### src/sv/tbmr_pkg.sv
package tbmr_pkg;

  localparam int FRAC_BITS = 16;
  localparam int MAG_BITS = 15;
  localparam int DIV_W = MAG_BITS + FRAC_BITS;
  localparam int DIV_CNT_W = $clog2(DIV_W + 1);
  localparam int RATIO_W = FRAC_BITS + 1;

  localparam logic [15:0] DIV10_MUL = 16'd52429;
  localparam int DIV10_SHIFT = 19;
  localparam logic [15:0] WAIT_GIVEUP_MS = 16'd50;

  localparam logic [2:0] CFG_ARM_DELAY = 3'd0;
  localparam logic [2:0] CFG_IDLE_TIMEOUT = 3'd1;
  localparam logic [2:0] CFG_SCROLL_V = 3'd2;
  localparam logic [2:0] CFG_SCROLL_H = 3'd3;
  localparam logic [2:0] CFG_REC_FRAMES = 3'd4;
  localparam logic [2:0] CFG_REPLAY_RATIO = 3'd5;
  localparam logic [2:0] CFG_LOCK_DIST = 3'd6;

  typedef enum logic [2:0] {
    MODE_IDLE = 3'd0,
    MODE_WAITING = 3'd1,
    MODE_CLICKABLE = 3'd2,
    MODE_CLICKING = 3'd3,
    MODE_SCROLLING = 3'd4
  } mode_t;

  typedef enum logic [2:0] {
    ST_IDLE,
    ST_KEY,
    ST_REC,
    ST_PDIV,
    ST_SCALE,
    ST_STEP,
    ST_QDIV,
    ST_OUT
  } ctrl_state_t;

  typedef struct packed {
    logic load;
    logic key;
    logic rec;
    logic pfin;
    logic scale;
    logic step;
    logic qfin;
    logic emit;
  } cmd_t;

  typedef struct packed {
    logic is_key;
    logic need_pdiv;
    logic need_quant;
    logic div_busy;
    logic out_busy;
  } status_t;

endpackage

### src/sv/tbmr_div.sv
module tbmr_div (
  input  logic                              clk,
  input  logic                              rst_n,
  input  logic                              start,
  input  logic [tbmr_pkg::DIV_CNT_W-1:0]    len,
  input  logic [tbmr_pkg::DIV_W-1:0]        dividend,
  input  logic [tbmr_pkg::MAG_BITS-1:0]     divisor,
  output logic                              busy,
  output logic [tbmr_pkg::DIV_W-1:0]        quotient,
  output logic [tbmr_pkg::MAG_BITS-1:0]     remainder
);

  logic [tbmr_pkg::DIV_CNT_W-1:0] cnt_r, cnt_nxt;
  logic [tbmr_pkg::DIV_W-1:0]     dvd_r, dvd_nxt;
  logic [tbmr_pkg::DIV_W-1:0]     quo_r, quo_nxt;
  logic [tbmr_pkg::MAG_BITS-1:0]  rem_r, rem_nxt;
  logic [tbmr_pkg::MAG_BITS-1:0]  dsr_r, dsr_nxt;
  logic [tbmr_pkg::MAG_BITS:0]    rem_sh;
  logic                           qbit;

  always_comb begin
    cnt_nxt = cnt_r;
    dvd_nxt = dvd_r;
    quo_nxt = quo_r;
    rem_nxt = rem_r;
    dsr_nxt = dsr_r;
    rem_sh = {rem_r, dvd_r[tbmr_pkg::DIV_W-1]};
    qbit = (rem_sh >= {1'b0, dsr_r});
    if (start) begin
      cnt_nxt = len;
      dvd_nxt = dividend;
      quo_nxt = '0;
      rem_nxt = '0;
      dsr_nxt = divisor;
    end else if (cnt_r != '0) begin
      cnt_nxt = cnt_r - 1'b1;
      dvd_nxt = {dvd_r[tbmr_pkg::DIV_W-2:0], 1'b0};
      quo_nxt = {quo_r[tbmr_pkg::DIV_W-2:0], qbit};
      rem_nxt = qbit ? tbmr_pkg::MAG_BITS'(rem_sh - {1'b0, dsr_r})
                     : rem_sh[tbmr_pkg::MAG_BITS-1:0];
    end
  end

  always_ff @(posedge clk) begin
    if (!rst_n) begin
      cnt_r <= '0;
    end else begin
      cnt_r <= cnt_nxt;
    end
    dvd_r <= dvd_nxt;
    quo_r <= quo_nxt;
    rem_r <= rem_nxt;
    dsr_r <= dsr_nxt;
  end

  assign busy = (cnt_r != '0);
  assign quotient = quo_r;
  assign remainder = rem_r;

endmodule

### src/sv/tbmr_dp.sv
module tbmr_dp (
  input  logic                 clk,
  input  logic                 rst_n,
  input  tbmr_pkg::cmd_t       cmd,
  output tbmr_pkg::status_t    sts,
  input  logic                 cfg_we,
  input  logic [2:0]           cfg_idx,
  input  logic [15:0]          cfg_wdata,
  input  logic                 in_opcode,
  input  logic signed [7:0]    in_dx,
  input  logic signed [7:0]    in_dy,
  input  logic [2:0]           in_key_kind,
  input  logic                 in_key_pressed,
  input  logic [15:0]          in_now_ms,
  input  logic                 out_stall,
  output logic                 out_valid,
  output logic signed [7:0]    out_dx,
  output logic signed [7:0]    out_dy,
  output logic signed [7:0]    out_scroll_h,
  output logic signed [7:0]    out_scroll_v,
  output logic [2:0]           out_buttons,
  output logic                 out_click_layer_active,
  output logic [2:0]           out_mode_now
);

  localparam int FB = tbmr_pkg::FRAC_BITS;
  localparam int MB = tbmr_pkg::MAG_BITS;
  localparam int RW = tbmr_pkg::RATIO_W;

  logic [15:0] arm_delay_r, idle_timeout_r;
  logic [14:0] step_v_r, step_h_r, lock_dist_r;
  logic [7:0]  rec_frames_r;
  logic [3:0]  replay_ratio_r;

  logic              op_r, pressed_r;
  logic signed [7:0] dx_r, dy_r;
  logic [2:0]        kind_r;
  logic [15:0]       now_r;

  tbmr_pkg::mode_t    mode_r, mode_nxt;
  logic [15:0]        mark_r, mark_nxt;
  logic               layer_r, layer_nxt;
  logic [2:0]         mask_r, mask_nxt;
  logic               recording_r, recording_nxt;
  logic signed [15:0] sum_x_r, sum_x_nxt, sum_y_r, sum_y_nxt;
  logic [7:0]         fc_r, fc_nxt;
  logic [15:0]        replay_r, replay_nxt;
  logic               minor_x_r, minor_x_nxt, neg_x_r, neg_x_nxt, neg_y_r, neg_y_nxt;
  logic [RW-1:0]      ratio_r, ratio_nxt, racc_r, racc_nxt;
  logic signed [15:0] acc_v_r, acc_v_nxt, acc_h_r, acc_h_nxt, lock_r, lock_nxt;
  logic signed [7:0]  x_r, x_nxt, y_r, y_nxt, h_r, h_nxt, v_r, v_nxt;
  logic [6:0]         mag_r, mag_nxt;
  logic               aneg_r, aneg_nxt, qsel_v_r, qsel_v_nxt;

  logic               ov_r, ov_nxt;
  logic signed [7:0]  ox_r, oy_r, oh_r, ovv_r;
  logic [2:0]         ob_r, om_r;
  logic               ol_r;

  logic               rec_start, rec_on, plan;
  logic signed [16:0] sx17, sy17;
  logic signed [15:0] sx_sat, sy_sat, bx, by;
  logic [7:0]         fc_new;
  logic [14:0]        ax, ay, minor, major;
  logic [19:0]        total;
  logic [31:0]        prod;
  logic [12:0]        scale;
  logic [RW-1:0]      rsum;
  logic               mstep, moving;
  logic [6:0]         xm, ym;
  logic [15:0]        elapsed;
  logic signed [16:0] lock17, a17;
  logic [8:0]         dsum;
  logic signed [15:0] qacc, a_sat;
  logic signed [7:0]  qmot;
  logic [14:0]        qstep, m15, mq, nq;
  logic [6:0]         n7;
  logic [tbmr_pkg::DIV_W-1:0]     quo;
  logic [MB-1:0]                  rem;
  logic                           div_start, div_busy;
  logic [tbmr_pkg::DIV_CNT_W-1:0] div_len;
  logic [tbmr_pkg::DIV_W-1:0]     div_dvd;
  logic [MB-1:0]                  div_dsr;

  function automatic logic signed [15:0] sat16(input logic signed [16:0] v);
    if (v > 17'sd32767) begin
      return 16'sd32767;
    end else if (v < -17'sd32767) begin
      return -16'sd32767;
    end else begin
      return v[15:0];
    end
  endfunction

  function automatic logic [14:0] abs15(input logic signed [15:0] v);
    logic [15:0] t;
    t = v[15] ? 16'(-v) : 16'(v);
    return t[14:0];
  endfunction

  tbmr_div u_div (
    .clk       (clk),
    .rst_n     (rst_n),
    .start     (div_start),
    .len       (div_len),
    .dividend  (div_dvd),
    .divisor   (div_dsr),
    .busy      (div_busy),
    .quotient  (quo),
    .remainder (rem)
  );

  always_comb begin
    rec_start = !recording_r && (dx_r != 8'sd0 || dy_r != 8'sd0);
    rec_on = recording_r || rec_start;
    bx = rec_start ? 16'sd0 : sum_x_r;
    by = rec_start ? 16'sd0 : sum_y_r;
    sx17 = 17'(bx) + 17'(dx_r);
    sy17 = 17'(by) + 17'(dy_r);
    sx_sat = sat16(sx17);
    sy_sat = sat16(sy17);
    fc_new = rec_start ? 8'd1 : 8'(fc_r + 8'd1);
    plan = rec_on && (fc_new >= rec_frames_r);
    ax = abs15(sx_sat);
    ay = abs15(sy_sat);
    total = 20'({1'b0, ax} + {1'b0, ay}) * 20'(replay_ratio_r);
    minor = (ax < ay) ? ax : ay;
    major = (ax < ay) ? ay : ax;

    prod = 32'(replay_r) * 32'(tbmr_pkg::DIV10_MUL);
    scale = 13'(prod >> tbmr_pkg::DIV10_SHIFT) + 13'd1;

    rsum = racc_r + ratio_r;
    mstep = (rsum >= RW'(1 << FB));
    xm = (replay_r != 16'd0 && (!minor_x_r || mstep)) ? mag_r : 7'd0;
    ym = (replay_r != 16'd0 && (minor_x_r || mstep)) ? mag_r : 7'd0;
    moving = (xm != 7'd0) || (ym != 7'd0);
    elapsed = now_r - mark_r;
    dsum = 9'(xm) + 9'(ym);
    lock17 = 17'(lock_r) - 17'(dsum);

    qsel_v_nxt = ({1'b0, ym, 1'b0} > {2'b0, xm});
    qacc = qsel_v_nxt ? acc_v_r : acc_h_r;
    qmot = qsel_v_nxt ? (neg_y_r ? -8'(ym) : 8'(ym)) : (neg_x_r ? -8'(xm) : 8'(xm));
    qstep = qsel_v_nxt ? step_v_r : step_h_r;
    if (qstep == 15'd0) begin
      qstep = 15'd1;
    end
    a17 = 17'(qacc) + 17'(qmot);
    a_sat = sat16(a17);
    m15 = abs15(a_sat);

    nq = quo[MB-1:0];
    n7 = (nq > 15'd127) ? 7'd127 : nq[6:0];
    mq = rem + 15'd1;

    sts.is_key = op_r;
    sts.need_pdiv = plan && (minor != 15'd0);
    sts.need_quant = (mode_r == tbmr_pkg::MODE_SCROLLING) && moving && (m15 > qstep);
    sts.div_busy = div_busy;
    sts.out_busy = ov_r && out_stall;

    div_start = (cmd.rec && sts.need_pdiv) || (cmd.step && sts.need_quant);
    div_len = cmd.rec ? tbmr_pkg::DIV_CNT_W'(tbmr_pkg::DIV_W) : tbmr_pkg::DIV_CNT_W'(MB);
    div_dvd = cmd.rec ? {minor, {FB{1'b0}}} : {15'(m15 - 15'd1), {FB{1'b0}}};
    div_dsr = cmd.rec ? major : qstep;
  end

  always_comb begin
    mode_nxt = mode_r;
    mark_nxt = mark_r;
    layer_nxt = layer_r;
    mask_nxt = mask_r;
    recording_nxt = recording_r;
    sum_x_nxt = sum_x_r;
    sum_y_nxt = sum_y_r;
    fc_nxt = fc_r;
    replay_nxt = replay_r;
    minor_x_nxt = minor_x_r;
    neg_x_nxt = neg_x_r;
    neg_y_nxt = neg_y_r;
    ratio_nxt = ratio_r;
    racc_nxt = racc_r;
    acc_v_nxt = acc_v_r;
    acc_h_nxt = acc_h_r;
    lock_nxt = lock_r;
    x_nxt = x_r;
    y_nxt = y_r;
    h_nxt = h_r;
    v_nxt = v_r;
    mag_nxt = mag_r;
    aneg_nxt = aneg_r;
    ov_nxt = ov_r && out_stall;

    if (cmd.key) begin
      x_nxt = '0;
      y_nxt = '0;
      h_nxt = '0;
      v_nxt = '0;
      if (kind_r <= 3'd2) begin
        if (pressed_r) begin
          mask_nxt = mask_r | (3'd1 << kind_r);
          mode_nxt = tbmr_pkg::MODE_CLICKING;
          lock_nxt = 16'(lock_dist_r);
        end else begin
          mask_nxt = mask_r & ~(3'd1 << kind_r);
          layer_nxt = 1'b1;
          mark_nxt = now_r;
          mode_nxt = tbmr_pkg::MODE_CLICKABLE;
        end
      end else if (kind_r == 3'd3) begin
        if (pressed_r) begin
          mode_nxt = tbmr_pkg::MODE_SCROLLING;
        end else begin
          layer_nxt = 1'b1;
          mark_nxt = now_r;
          mode_nxt = tbmr_pkg::MODE_CLICKABLE;
        end
      end else if (pressed_r) begin
        mode_nxt = tbmr_pkg::MODE_IDLE;
        layer_nxt = 1'b0;
        acc_v_nxt = '0;
        acc_h_nxt = '0;
      end
    end

    if (cmd.rec && rec_on) begin
      recording_nxt = 1'b1;
      sum_x_nxt = sx_sat;
      sum_y_nxt = sy_sat;
      fc_nxt = fc_new;
      if (plan) begin
        replay_nxt = (total > 20'd65535) ? 16'hFFFF : total[15:0];
        minor_x_nxt = ax < ay;
        neg_x_nxt = sx_sat[15];
        neg_y_nxt = sy_sat[15];
        ratio_nxt = '0;
        racc_nxt = '0;
        recording_nxt = 1'b0;
        fc_nxt = '0;
      end
    end

    if (cmd.pfin) begin
      ratio_nxt = quo[RW-1:0];
    end

    if (cmd.scale) begin
      mag_nxt = (scale > 13'd127) ? 7'd127 : scale[6:0];
    end

    if (cmd.step) begin
      h_nxt = '0;
      v_nxt = '0;
      x_nxt = neg_x_r ? -8'(xm) : 8'(xm);
      y_nxt = neg_y_r ? -8'(ym) : 8'(ym);
      if (replay_r != 16'd0) begin
        racc_nxt = mstep ? RW'(rsum - RW'(1 << FB)) : rsum;
        replay_nxt = replay_r - 16'd1;
      end
      if (moving) begin
        case (mode_r)
          tbmr_pkg::MODE_CLICKABLE: begin
            mark_nxt = now_r;
          end
          tbmr_pkg::MODE_CLICKING: begin
            lock_nxt = (lock17 < -17'sd32768) ? -16'sd32768 : lock17[15:0];
            if (lock_nxt > 16'sd0) begin
              x_nxt = '0;
              y_nxt = '0;
            end
          end
          tbmr_pkg::MODE_SCROLLING: begin
            x_nxt = '0;
            y_nxt = '0;
            aneg_nxt = a_sat[15];
            if (!sts.need_quant) begin
              if (qsel_v_nxt) begin
                acc_v_nxt = a_sat;
              end else begin
                acc_h_nxt = a_sat;
              end
            end
          end
          tbmr_pkg::MODE_WAITING: begin
            if (elapsed > arm_delay_r) begin
              layer_nxt = 1'b1;
              mark_nxt = now_r;
              mode_nxt = tbmr_pkg::MODE_CLICKABLE;
            end
          end
          default: begin
            mark_nxt = now_r;
            mode_nxt = tbmr_pkg::MODE_WAITING;
          end
        endcase
      end else begin
        case (mode_r)
          tbmr_pkg::MODE_CLICKABLE: begin
            if (elapsed > idle_timeout_r) begin
              mode_nxt = tbmr_pkg::MODE_IDLE;
              layer_nxt = 1'b0;
              acc_v_nxt = '0;
              acc_h_nxt = '0;
            end
          end
          tbmr_pkg::MODE_WAITING: begin
            if (elapsed > tbmr_pkg::WAIT_GIVEUP_MS) begin
              mode_nxt = tbmr_pkg::MODE_IDLE;
            end
          end
          tbmr_pkg::MODE_CLICKING, tbmr_pkg::MODE_SCROLLING: begin
            mode_nxt = mode_r;
          end
          default: begin
            mode_nxt = tbmr_pkg::MODE_IDLE;
          end
        endcase
      end
    end

    if (cmd.qfin) begin
      if (qsel_v_r) begin
        acc_v_nxt = aneg_r ? -16'(mq) : 16'(mq);
        v_nxt = aneg_r ? -8'(n7) : 8'(n7);
      end else begin
        acc_h_nxt = aneg_r ? -16'(mq) : 16'(mq);
        h_nxt = aneg_r ? 8'(n7) : -8'(n7);
      end
    end

    if (cmd.emit) begin
      ov_nxt = 1'b1;
    end
  end

  always_ff @(posedge clk) begin
    if (!rst_n) begin
      arm_delay_r <= 16'd10;
      idle_timeout_r <= 16'd1000;
      step_v_r <= 15'd30;
      step_h_r <= 15'd30;
      rec_frames_r <= 8'd30;
      replay_ratio_r <= 4'd5;
      lock_dist_r <= 15'd30;
      mode_r <= tbmr_pkg::MODE_IDLE;
      mark_r <= '0;
      layer_r <= 1'b0;
      mask_r <= '0;
      recording_r <= 1'b0;
      sum_x_r <= '0;
      sum_y_r <= '0;
      fc_r <= '0;
      replay_r <= '0;
      minor_x_r <= 1'b0;
      neg_x_r <= 1'b0;
      neg_y_r <= 1'b0;
      ratio_r <= '0;
      racc_r <= '0;
      acc_v_r <= '0;
      acc_h_r <= '0;
      lock_r <= '0;
      ov_r <= 1'b0;
    end else begin
      if (cfg_we) begin
        case (cfg_idx)
          tbmr_pkg::CFG_ARM_DELAY: arm_delay_r <= cfg_wdata;
          tbmr_pkg::CFG_IDLE_TIMEOUT: idle_timeout_r <= cfg_wdata;
          tbmr_pkg::CFG_SCROLL_V: step_v_r <= cfg_wdata[14:0];
          tbmr_pkg::CFG_SCROLL_H: step_h_r <= cfg_wdata[14:0];
          tbmr_pkg::CFG_REC_FRAMES: rec_frames_r <= cfg_wdata[7:0];
          tbmr_pkg::CFG_REPLAY_RATIO: replay_ratio_r <= cfg_wdata[3:0];
          tbmr_pkg::CFG_LOCK_DIST: lock_dist_r <= cfg_wdata[14:0];
          default: arm_delay_r <= arm_delay_r;
        endcase
      end
      mode_r <= mode_nxt;
      mark_r <= mark_nxt;
      layer_r <= layer_nxt;
      mask_r <= mask_nxt;
      recording_r <= recording_nxt;
      sum_x_r <= sum_x_nxt;
      sum_y_r <= sum_y_nxt;
      fc_r <= fc_nxt;
      replay_r <= replay_nxt;
      minor_x_r <= minor_x_nxt;
      neg_x_r <= neg_x_nxt;
      neg_y_r <= neg_y_nxt;
      ratio_r <= ratio_nxt;
      racc_r <= racc_nxt;
      acc_v_r <= acc_v_nxt;
      acc_h_r <= acc_h_nxt;
      lock_r <= lock_nxt;
      ov_r <= ov_nxt;
    end
  end

  always_ff @(posedge clk) begin
    if (cmd.load) begin
      op_r <= in_opcode;
      dx_r <= in_dx;
      dy_r <= in_dy;
      kind_r <= in_key_kind;
      pressed_r <= in_key_pressed;
      now_r <= in_now_ms;
    end
    if (cmd.step) begin
      qsel_v_r <= qsel_v_nxt;
    end
    x_r <= x_nxt;
    y_r <= y_nxt;
    h_r <= h_nxt;
    v_r <= v_nxt;
    mag_r <= mag_nxt;
    aneg_r <= aneg_nxt;
    if (cmd.emit) begin
      ox_r <= x_r;
      oy_r <= y_r;
      oh_r <= h_r;
      ovv_r <= v_r;
      ob_r <= mask_r;
      ol_r <= layer_r;
      om_r <= mode_r;
    end
  end

  assign out_valid = ov_r;
  assign out_dx = ox_r;
  assign out_dy = oy_r;
  assign out_scroll_h = oh_r;
  assign out_scroll_v = ovv_r;
  assign out_buttons = ob_r;
  assign out_click_layer_active = ol_r;
  assign out_mode_now = om_r;

endmodule

### src/sv/tbmr_ctrl.sv
module tbmr_ctrl (
  input  logic                      clk,
  input  logic                      rst_n,
  input  logic                      in_valid,
  output logic                      in_stall,
  input  tbmr_pkg::status_t         sts,
  output tbmr_pkg::cmd_t            cmd,
  output tbmr_pkg::ctrl_state_t     state
);

  tbmr_pkg::ctrl_state_t state_r, state_nxt;

  always_comb begin
    state_nxt = state_r;
    case (state_r)
      tbmr_pkg::ST_IDLE: begin
        if (in_valid) begin
          state_nxt = tbmr_pkg::ST_KEY;
        end
      end
      tbmr_pkg::ST_KEY: begin
        state_nxt = sts.is_key ? tbmr_pkg::ST_OUT : tbmr_pkg::ST_REC;
      end
      tbmr_pkg::ST_REC: begin
        state_nxt = sts.need_pdiv ? tbmr_pkg::ST_PDIV : tbmr_pkg::ST_SCALE;
      end
      tbmr_pkg::ST_PDIV: begin
        if (!sts.div_busy) begin
          state_nxt = tbmr_pkg::ST_SCALE;
        end
      end
      tbmr_pkg::ST_SCALE: begin
        state_nxt = tbmr_pkg::ST_STEP;
      end
      tbmr_pkg::ST_STEP: begin
        state_nxt = sts.need_quant ? tbmr_pkg::ST_QDIV : tbmr_pkg::ST_OUT;
      end
      tbmr_pkg::ST_QDIV: begin
        if (!sts.div_busy) begin
          state_nxt = tbmr_pkg::ST_OUT;
        end
      end
      tbmr_pkg::ST_OUT: begin
        if (!sts.out_busy) begin
          state_nxt = tbmr_pkg::ST_IDLE;
        end
      end
      default: begin
        state_nxt = tbmr_pkg::ST_IDLE;
      end
    endcase
  end

  always_comb begin
    cmd = '0;
    in_stall = 1'b1;
    case (state_r)
      tbmr_pkg::ST_IDLE: begin
        in_stall = 1'b0;
        cmd.load = in_valid;
      end
      tbmr_pkg::ST_KEY: cmd.key = sts.is_key;
      tbmr_pkg::ST_REC: cmd.rec = 1'b1;
      tbmr_pkg::ST_PDIV: cmd.pfin = !sts.div_busy;
      tbmr_pkg::ST_SCALE: cmd.scale = 1'b1;
      tbmr_pkg::ST_STEP: cmd.step = 1'b1;
      tbmr_pkg::ST_QDIV: cmd.qfin = !sts.div_busy;
      tbmr_pkg::ST_OUT: cmd.emit = !sts.out_busy;
      default: cmd = '0;
    endcase
  end

  always_ff @(posedge clk) begin
    if (!rst_n) begin
      state_r <= tbmr_pkg::ST_IDLE;
    end else begin
      state_r <= state_nxt;
    end
  end

  assign state = state_r;

endmodule

### src/sv/trackball_motion_replay_click_layer_top.sv
// Trackball motion replay with a click layer mode machine.
// The input channel carries one word per sensor frame or key event, each with a
// 16-bit millisecond time stamp. Every accepted word yields exactly one result
// word: pointer motion, scroll steps, button mask, layer flag and mode.
// Both channels use valid and stall; the receiver drives stall.
// Items are processed one at a time. A key event passes the key and output
// states. A sensor frame passes the record, scale, step and output states,
// with a ratio division after the record state when a replay plan is made
// with motion on both axes and a quantizing division after the step state
// when a scroll step is due; both divisions share one bit-serial divider.
// The input is stalled while an item is in flight. A finished word sits in the
// output register while the next item is already being accepted and worked on;
// if the receiver still stalls when the next result is ready, the block holds
// that result and stalls the input.
// Configuration writes are taken on cfg_we at any time but are meant for an
// idle block. Synchronous reset loads the default register values, clears the
// control and mode state, not the data registers; no clearing pass is needed.
module trackball_motion_replay_click_layer_top (
  input  logic               clk,
  input  logic               rst_n,
  input  logic               cfg_we,
  input  logic [2:0]         cfg_idx,
  input  logic [15:0]        cfg_wdata,
  input  logic               in_valid,
  output logic               in_stall,
  input  logic               in_opcode,
  input  logic signed [7:0]  in_dx,
  input  logic signed [7:0]  in_dy,
  input  logic [2:0]         in_key_kind,
  input  logic               in_key_pressed,
  input  logic [15:0]        in_now_ms,
  output logic               out_valid,
  input  logic               out_stall,
  output logic signed [7:0]  out_dx,
  output logic signed [7:0]  out_dy,
  output logic signed [7:0]  out_scroll_h,
  output logic signed [7:0]  out_scroll_v,
  output logic [2:0]         out_buttons,
  output logic               out_click_layer_active,
  output logic [2:0]         out_mode_now
);

  tbmr_pkg::cmd_t        cmd;
  tbmr_pkg::status_t     sts;
  tbmr_pkg::ctrl_state_t state;

  tbmr_ctrl u_ctrl (
    .clk      (clk),
    .rst_n    (rst_n),
    .in_valid (in_valid),
    .in_stall (in_stall),
    .sts      (sts),
    .cmd      (cmd),
    .state    (state)
  );

  tbmr_dp u_dp (
    .clk                    (clk),
    .rst_n                  (rst_n),
    .cmd                    (cmd),
    .sts                    (sts),
    .cfg_we                 (cfg_we),
    .cfg_idx                (cfg_idx),
    .cfg_wdata              (cfg_wdata),
    .in_opcode              (in_opcode),
    .in_dx                  (in_dx),
    .in_dy                  (in_dy),
    .in_key_kind            (in_key_kind),
    .in_key_pressed         (in_key_pressed),
    .in_now_ms              (in_now_ms),
    .out_stall              (out_stall),
    .out_valid              (out_valid),
    .out_dx                 (out_dx),
    .out_dy                 (out_dy),
    .out_scroll_h           (out_scroll_h),
    .out_scroll_v           (out_scroll_v),
    .out_buttons            (out_buttons),
    .out_click_layer_active (out_click_layer_active),
    .out_mode_now           (out_mode_now)
  );

  a_accept_no_div: assert property (@(posedge clk) disable iff (!rst_n)
    (in_valid && !in_stall) |-> !sts.div_busy)
    else $error("Input word accepted while the divider is running.");

  a_result_from_out: assert property (@(posedge clk) disable iff (!rst_n)
    $rose(out_valid) |-> $past(state) == tbmr_pkg::ST_OUT)
    else $error("Result word appeared outside the output state.");

  a_layer_mode: assert property (@(posedge clk) disable iff (!rst_n)
    (out_valid && out_click_layer_active) |->
      (out_mode_now != tbmr_pkg::MODE_IDLE && out_mode_now != tbmr_pkg::MODE_WAITING))
    else $error("Click layer reported on while the mode is idle or waiting.");

endmodule
### config.mk
export PLATFORM = sky130hd
export DESIGN_NAME = trackball_motion_replay_click_layer_top
export DESIGN_NICKNAME = d
export VERILOG_FILES = /design/src/sv/tbmr_pkg.sv /design/src/sv/tbmr_div.sv /design/src/sv/tbmr_dp.sv /design/src/sv/tbmr_ctrl.sv /design/src/sv/trackball_motion_replay_click_layer_top.sv
export SDC_FILE = /design/constraint.sdc
export NUM_CORES = 2
export LEC_CHECK = 0
export BUFFER_PORTS_ARGS = -buffer_cell sky130_fd_sc_hd__buf_2
export CORE_ASPECT_RATIO = 0.5
export CORE_MARGIN = 2
export CORE_UTILIZATION = 25
export CTS_BUF_LIST = sky130_fd_sc_hd__clkbuf_4 sky130_fd_sc_hd__clkbuf_8
export DETAILED_ROUTE_END_ITERATION = 12
export PLACE_DENSITY_LB_ADDON = 0.08
export SETUP_SLACK_MARGIN = 0.3
export SYNTH_ARGS = -nofsm -noshare
export SYNTH_HDL_FRONTEND = slang
export SYNTH_SLANG_ARGS = --single-unit
### constraint.sdc
create_clock -name clk -period 13.82 [get_ports clk]
set_input_delay 1.382 -clock clk [delete_from_list [all_inputs] [get_ports clk]]
set_output_delay 1.382 -clock clk [all_outputs]
set_load 0.02 [all_outputs]
Word-level counts from Yosys, hierarchy flattened --
Cells that the tools add are included.
Storage, ports and cells: output and inout bits 41, input bits 61, bits in registers 458, word-level logic and storage cells 323
Cells by class: bitwise logic cells 3, $lt $le $gt $ge 21, multiply operators 2, eq/ne operators 23, reductions and logical operators 49, shift operators 1, $add $sub $neg 23, muxes and demuxes 150
Operators by type and width (count):
- $mux W16 | 55
- $mux W8 | 22
- $mux W17 | 8
- $mux W15 | 9
- $mux W31 | 3
- $lt A17 B16 Y1 const B | 4
- $add A16 B8 Y17 | 3
- $gt A17 B16 Y1 const B | 3
- $mux W3 | 17
- $neg A15 Y15 | 3
- $gt A16 B16 Y1 | 2
- $mul A16 B16 Y32 const B | 1
- $pmux W16 S2 | 1
- $pmux W8 S2 | 2
- $eq A3 B3 Y1 const B | 8
- $mux W1 | 24
- $neg A7 Y8 | 3
- $pmux W3 S8 | 1
- $eq A3 B2 Y1 const B | 7
- $mux W7 | 3
- $gt A20 B16 Y1 const B | 1
- $mul A20 B4 Y20 | 1
- $reduce_and A2 Y1 | 10
- $add A17 B17 Y17 | 1
- other kinds (49) | 80

Longest topological paths before layout --
depth in word-level cells 22, gate-level depth with buffers 61, gate-level depth less buffers 53

Hierarchy --
From an unflattened synthesis, not the netlist that was laid out.
Second synthesis, totals: cell total of the unflattened synthesis 4526, area total of the unflattened synthesis 38295.5 µm²
By module, submodules not included:
- tbmr_dp | sequential area each 8458.1 µm², times used 1, cells each 4028, area each 33311.9 µm²
- tbmr_div | sequential area each 2402.3 µm², times used 1, cells each 461, area each 4712.0 µm²
- tbmr_ctrl | sequential area each 60.1 µm², times used 1, cells each 37, area each 271.5 µm²

Worst setup path before layout --
No wires, ideal clock.
path kind flip-flop to flip-flop, start point reg u_dp.racc_r[0], end point reg u_dp.acc_v_r[10], cell stages (with the launch flop) 58, arrival 12.327 ns, clock period less this slack 12.413 ns, data required time 13.734 ns, path buffers 8, path slack 1.407 ns, cell sequence dfxtp_1 > ha_1 > fa_1 > a21o_1 > a21oi_1 > o21bai_1 > a21oi_1 > o21bai_1 > nand4_1 > nand2_1 > a41oi_1 > mux2i_1 > a21oi_1 > clkbuf_1 > nand2_1 > ha_1 > a21o_1 > a21oi_1 > [... 22 more ...] > ha_1 > clkbuf_1 > inv_1 > nor4b_1 > a21o_1 > nand3b_1 > a41oi_1 > ha_1 > a21o_1 > a21o_1 > nor2b_1 > or4_1 > a21oi_1 > nor3_1 > a21oi_1 > clkbuf_1 > a221oi_1 > a211oi_1
RTL lines:
- start: declaration | line tbmr_dp.sv:49 | logic [RW-1:0] ratio_r, ratio_nxt, racc_r, racc_nxt;
- start signal: assignment | line tbmr_dp.sv:390 | racc_r <= racc_nxt;
- $add A17 B17 Y17 (*) | line tbmr_dp.sv:133 | rsum = racc_r + ratio_r;
- $ge A17 B17 Y1 (*) | line tbmr_dp.sv:134 | mstep = (rsum >= RW'(1 << FB));
- $logic_or A1 B1 Y1 (on tied branches) | line tbmr_dp.sv:135, tbmr_dp.sv:136
- $logic_and A1 B1 Y1 (on tied branches) | line tbmr_dp.sv:135, tbmr_dp.sv:136
- $mux W7 (on tied branches) | line tbmr_dp.sv:135, tbmr_dp.sv:136
- $neg A7 Y8 | line tbmr_dp.sv:144 | qmot = qsel_v_nxt ? (neg_y_r ? -8'(ym) : 8'(ym)) : (neg_x_r ? -8'(xm) : 8'(xm));
- $mux W8 (2 in series) | line tbmr_dp.sv:144
- $add A16 B8 Y17 (*) | line tbmr_dp.sv:149 | a17 = 17'(qacc) + 17'(qmot);
- [... 3 more ...]
- via u_dp.a_sat[15] | line tbmr_dp.sv:74 | logic signed [15:0] qacc, a_sat;
- [... 1 more ...]
- $gt A15 B15 Y1 (*) | line tbmr_dp.sv:159 | sts.need_quant = (mode_r == tbmr_pkg::MODE_SCROLLING) && moving && (m15 > qstep);
- $logic_and A1 B1 Y1 (*) | line tbmr_dp.sv:159
- $mux W16 (*) | line tbmr_dp.sv:277 | if (!sts.need_quant) begin
- $mux W16 (*) | line tbmr_dp.sv:262 | case (mode_r)
- $mux W16 (*) | line tbmr_dp.sv:261 | if (moving) begin
- $mux W16 (*) | line tbmr_dp.sv:252 | if (cmd.step) begin
- $mux W16 | line tbmr_dp.sv:323 | if (qsel_v_r) begin
- $mux W16 (*) | line tbmr_dp.sv:322 | if (cmd.qfin) begin
- end signal: assignment | line tbmr_dp.sv:391 | acc_v_r <= acc_v_nxt;
- end: declaration | line tbmr_dp.sv:50 | logic signed [15:0] acc_v_r, acc_v_nxt, acc_h_r, acc_h_nxt, lock_r, lock_nxt;
The timed path passes the listed nets; every way through them passes the cells marked *. A chain may end at the register's enable or synchronous reset.

Worst setup path in the final report --
start point reg u_dp.racc_r[0], end point reg u_dp.u_div.dvd_r[21] (netlist bit), data pin
On the way: cells in the longest elaborated chain, start to end 19
RTL lines:
- $add A17 B17 Y17 (*) | line tbmr_dp.sv:133
- $ge A17 B17 Y1 (*) | line tbmr_dp.sv:134
- $logic_or A1 B1 Y1 (on tied branches) | line tbmr_dp.sv:135, tbmr_dp.sv:136
- $logic_and A1 B1 Y1 (on tied branches) | line tbmr_dp.sv:135, tbmr_dp.sv:136
- $mux W7 (on tied branches) | line tbmr_dp.sv:135, tbmr_dp.sv:136
- $neg A7 Y8 | line tbmr_dp.sv:144
- $mux W8 (2 in series) | line tbmr_dp.sv:144
- $add A16 B8 Y17 | line tbmr_dp.sv:149
- [... 3 more ...]
- $neg A15 Y15 | line tbmr_dp.sv:97 | t = v[15] ? 16'(-v) : 16'(v);
- $mux W15 | line tbmr_dp.sv:97
- $gt A15 B15 Y1 | line tbmr_dp.sv:159
- $logic_and A1 B1 Y1 | line tbmr_dp.sv:159
- $logic_and A1 B1 Y1 | line tbmr_dp.sv:163 | div_start = (cmd.rec && sts.need_pdiv) || (cmd.step && sts.need_quant);
- $logic_or A1 B1 Y1 | line tbmr_dp.sv:163
- $mux W31 (*) | line tbmr_div.sv:29 | if (start) begin
- via u_dp.u_div.dvd_nxt, one bit | line tbmr_div.sv:14 | logic [tbmr_pkg::DIV_W-1:0] dvd_r, dvd_nxt;
- end signal: assignment | line tbmr_div.sv:50 | dvd_r <= dvd_nxt;
- end: declaration | line tbmr_div.sv:14
Marked as above.

==> flow_metrics.env <==
export IMPL_hp_class="flop to flop"
export IMPL_nFillCells=16020
export IMPL_crit_start="u_dp.racc_r[0]$_SDFF_PN0_"
export IMPL_endpoint_kind="flop"
export IMPL_slew_headroom=0.1240
export IMPL_slew_violations=0
export IMPL_ios=102
export IMPL_gr_total_overflow=0
export IMPL_yosysUniqueCellTypes=119
export IMPL_die_h_um=277.3
export IMPL_required_ns=14.32
export IMPL_final_antenna_net_count=0
export IMPL_synth_top_area_share=0.1667
export IMPL_fin_hold_ws_ns=0.4172
export IMPL_final_hold_viol_count=0
export IMPL_cts_made_buffers=80
export IMPL_start_kind="flop"
export IMPL_postSynthCellCount=4519
export IMPL_top_layer_used="met4"
export IMPL_wl_met2_mm=54.77
export IMPL_min_from="u_dp.x_r[0]$_SDFFCE_PN0P_"
export IMPL_dp_hpwl_mm=100.4
export IMPL_grt_max_degree=113
export IMPL_period_needed_ns=12.71
export IMPL_coreArea_um2=148500
export IMPL_routed_wl_met3_mm=4.922
export IMPL_vias_per_cell=4.932
export IMPL_cpPeakStageDelay_ns=0.60
export IMPL_yosys_area_top_type="dfxtp_1"
export IMPL_grt_pass1_vias=31870
export IMPL_ys_seq_elements=442
export IMPL_syn_cell_area_um2=37360
export IMPL_drv_cap=0
export IMPL_setup_viol=0
export IMPL_max_freq_mhz=78.69
export IMPL_power_density_nw_per_um2=159.4
export IMPL_grt_pass1_wl_mm=200.9
export IMPL_cts_buffer_depth=3
export IMPL_cp_arrival_ns=13.21
export IMPL_yosys_warnings=0
export IMPL_crit_type="flop to flop"
export IMPL_m1WireLength_mm=68.40
export IMPL_rsz0062_at_grt="false"
export IMPL_cts_tree="yes"
export IMPL_crit_fanout=22
export IMPL_antenna_found_initial=4
export IMPL_rows=100
export IMPL_vias=32610
export IMPL_grtUsageTotal=0.1682
export IMPL_synth_nets=5081
export IMPL_area_growth_syn_to_layout_pct=12.38
export IMPL_synth_area_leaders="dfxtp_1 (17%), ha_1 (13%), edfxtp_1 (11%)"
export IMPL_yosysSeqAreaShare=0.2720
export IMPL_critPathMostFrequentCell="a21oi_1"
export IMPL_p_total_mw=6.692
export IMPL_p_leak_nw=17.92
export IMPL_die_area_um2=152700
export IMPL_status="finished, final reports clean"
export IMPL_timing_rr_start="u_dp.racc_r[0]$_SDFF_PN0_"
export IMPL_nNetsFinal=5115
export IMPL_fin_crit_sh=0.9195
export IMPL_clk_transition_reported_paths_ns=0.06
export IMPL_routed_wl_mm=129.8
export IMPL_crit_slowest_cell="or4_1"
export IMPL_wire_per_inst_um=19.63
export IMPL_clock_latency_ns=0.76
export IMPL_drive_gt1_frac=0.09459
export IMPL_setup_tns_ns=0
export IMPL_synth_avg_cell_area_um2=8.267
export IMPL_htree_num_levels=3
export IMPL_drt_iter0_markers=2230
export IMPL_irDropWorstVdd_mv=0.1347
export IMPL_fp_dieW_um=550.7
export IMPL_root_buffer="clkbuf_8"
export IMPL_synth_edf_count=131
export IMPL_synth_flop_cell="dfxtp_1"
export IMPL_portBuffers=101
export IMPL_cts_num_sinks=442
export IMPL_drt_pass1_iter_count=5
export IMPL_gp_congestion=0.8401
export IMPL_ys_async_sr_fraction=0
export IMPL_finClkSkew_ns=0.03616
export IMPL_drcViolationCount=0
export IMPL_initial_core_util=0.2515
export IMPL_tightest_slew_ns=1.306
-- layout make-up --
type | count | area (µm²) | share of cell area
repair buffers | 169 | 1044 | 0.02486
multi-input cells | 3475 | 25030 | 0.5961
flip-flops and latches | 442 | 10160 | 0.2420
inverters | 385 | 1453 | 0.03460
diodes | 3 | 7.507 | 0.0001788
well taps | 1989 | 2489 | 0.05928
clock inverters | 18 | 175.2 | 0.004173
clock buffers | 131 | 1628 | 0.03877
-- state kept, by name, indices dropped and copies added, names as in the netlist, 16 cells and up, named ones only --
signal               count
u_dp.ratio_r            17
u_dp.mark_r             16
u_dp.racc_r             17
u_dp.lock_r             16
u_dp.now_r              16
u_dp.replay_r           16
u_dp.idle_timeout_r     16
u_dp.sum_y_r            16
u_dp.u_div.quotient     17
u_dp.acc_h_r            16
u_dp.sum_x_r            16
u_dp.arm_delay_r        16
u_dp.acc_v_r            16
-- report_power, final --
part | internal [mW] | leakage [nW] | switching, mW
Combinational | 1.37 | 13.2 | 2.22
Sequential | 1.50 | 3.74 | 0.169
Clock | 0.789 | 0.958 | 0.639
Total | 3.66 | 17.9 | 3.03
-- layer usage --
| metal | up-vias | global-route usage |
|---|---|---|
| met5 | - | 0 |
| met4 | 0 | 0.02892 |
| met3 | 106 | 0.02269 |
| met2 | 570 | 0.2505 |
| met1 | 15770 | 0.2565 |
| li1 | 16170 | - |
-- kinds of logic after synthesis --
logic type | share of synthesized area
mux | 0.02495
simple gates | 0.1984
compound gates | 0.2061
fa+ha+maj | 0.1937
xor+xnor | 0.04274
buf+inv | 0.06223
flops | 0.2720
-- cells in the final DEF (no fill, tap or decap), drive strengths merged, types with 18 or more instances in the layout --
cell      n
o21a     43
nand2b   41
a221oi   39
o211ai   44
nor2    320
a21o     66
a211o    20
xor2     72
and3     47
nor2b    80
o22ai    26
clkbuf  131
mux2     18
edfxtp  131
o31ai    20
nor3    109
nor4     40
dfxtp   311
xnor2   106
a21boi   18
and2     58
a31oi    56
or2      19
a211oi   87
mux2i    68
nand3   144
ha      383
fa      118
nand4    45
or3      33
inv     390
o21bai   19
buf     169
a21oi   377
nand2   551
o21ai   188
-- through the flow --
stage | instances | cell area (µm²) | util | setup slack [ns]
after CTS | 6608 | 41910 | 0.2822 | 0.3072
after global placement | 6459 | 40100 | 0.2700 | 0.2947
after global routing | 6612 | 41980 | 0.2827 | 0.3073
after floorplan | 4519 | 37360 | - | 1.407
after detailed placement | 6459 | 40100 | 0.2700 | 0.2104
final | 6612 | 41980 | 0.2827 | 1.112
-- worst paths after layout --
check	endpoint	slack (ns)	cells past startpoint
worst min-delay path	u_dp.out_dx[0]$_DFFE_PP_	0.42	0
worst max-delay path	u_dp.u_div.dvd_r[21]$_DFFE_PP_	1.11	54
worst min register to register	u_dp.out_dx[0]$_DFFE_PP_	0.42	0
worst max register to register	u_dp.u_div.dvd_r[21]$_DFFE_PP_	1.11	54
-- what timing repair did --
action	CTS	global route
setup buffers	0	1
setup endpoints to repair	37	131
resized for setup	1	15
hold buffers	0	0
pin swaps	0	0
-- cells in the mapped netlist (105+ instances only) --
| cell type | instances |
|---|---|
| inv_1 | 382 |
| nand3_1 | 144 |
| dfxtp_1 | 311 |
| xnor2_1 | 105 |
| edfxtp_1 | 131 |
| nor2_1 | 319 |
| o21ai_0 | 178 |
| fa_1 | 118 |
| clkbuf_1 | 177 |
| a21oi_1 | 373 |
| ha_1 | 383 |
| nand2_1 | 551 |
-- worst max-delay path: cells and delay by family, from the launching register on --
| kind | cells | cell delay, ns |
|---|---|---|
| AOI/OAI and AO/OA | 22 | 4.38 |
| and+or+nand+nor | 16 | 3.64 |
| adders and majority gates | 6 | 1.99 |
| buffers and inverters | 7 | 1.31 |
| muxes | 3 | 0.80 |
| DFF | 1 | 0.31 |
(Power assumes the default switching activity.)
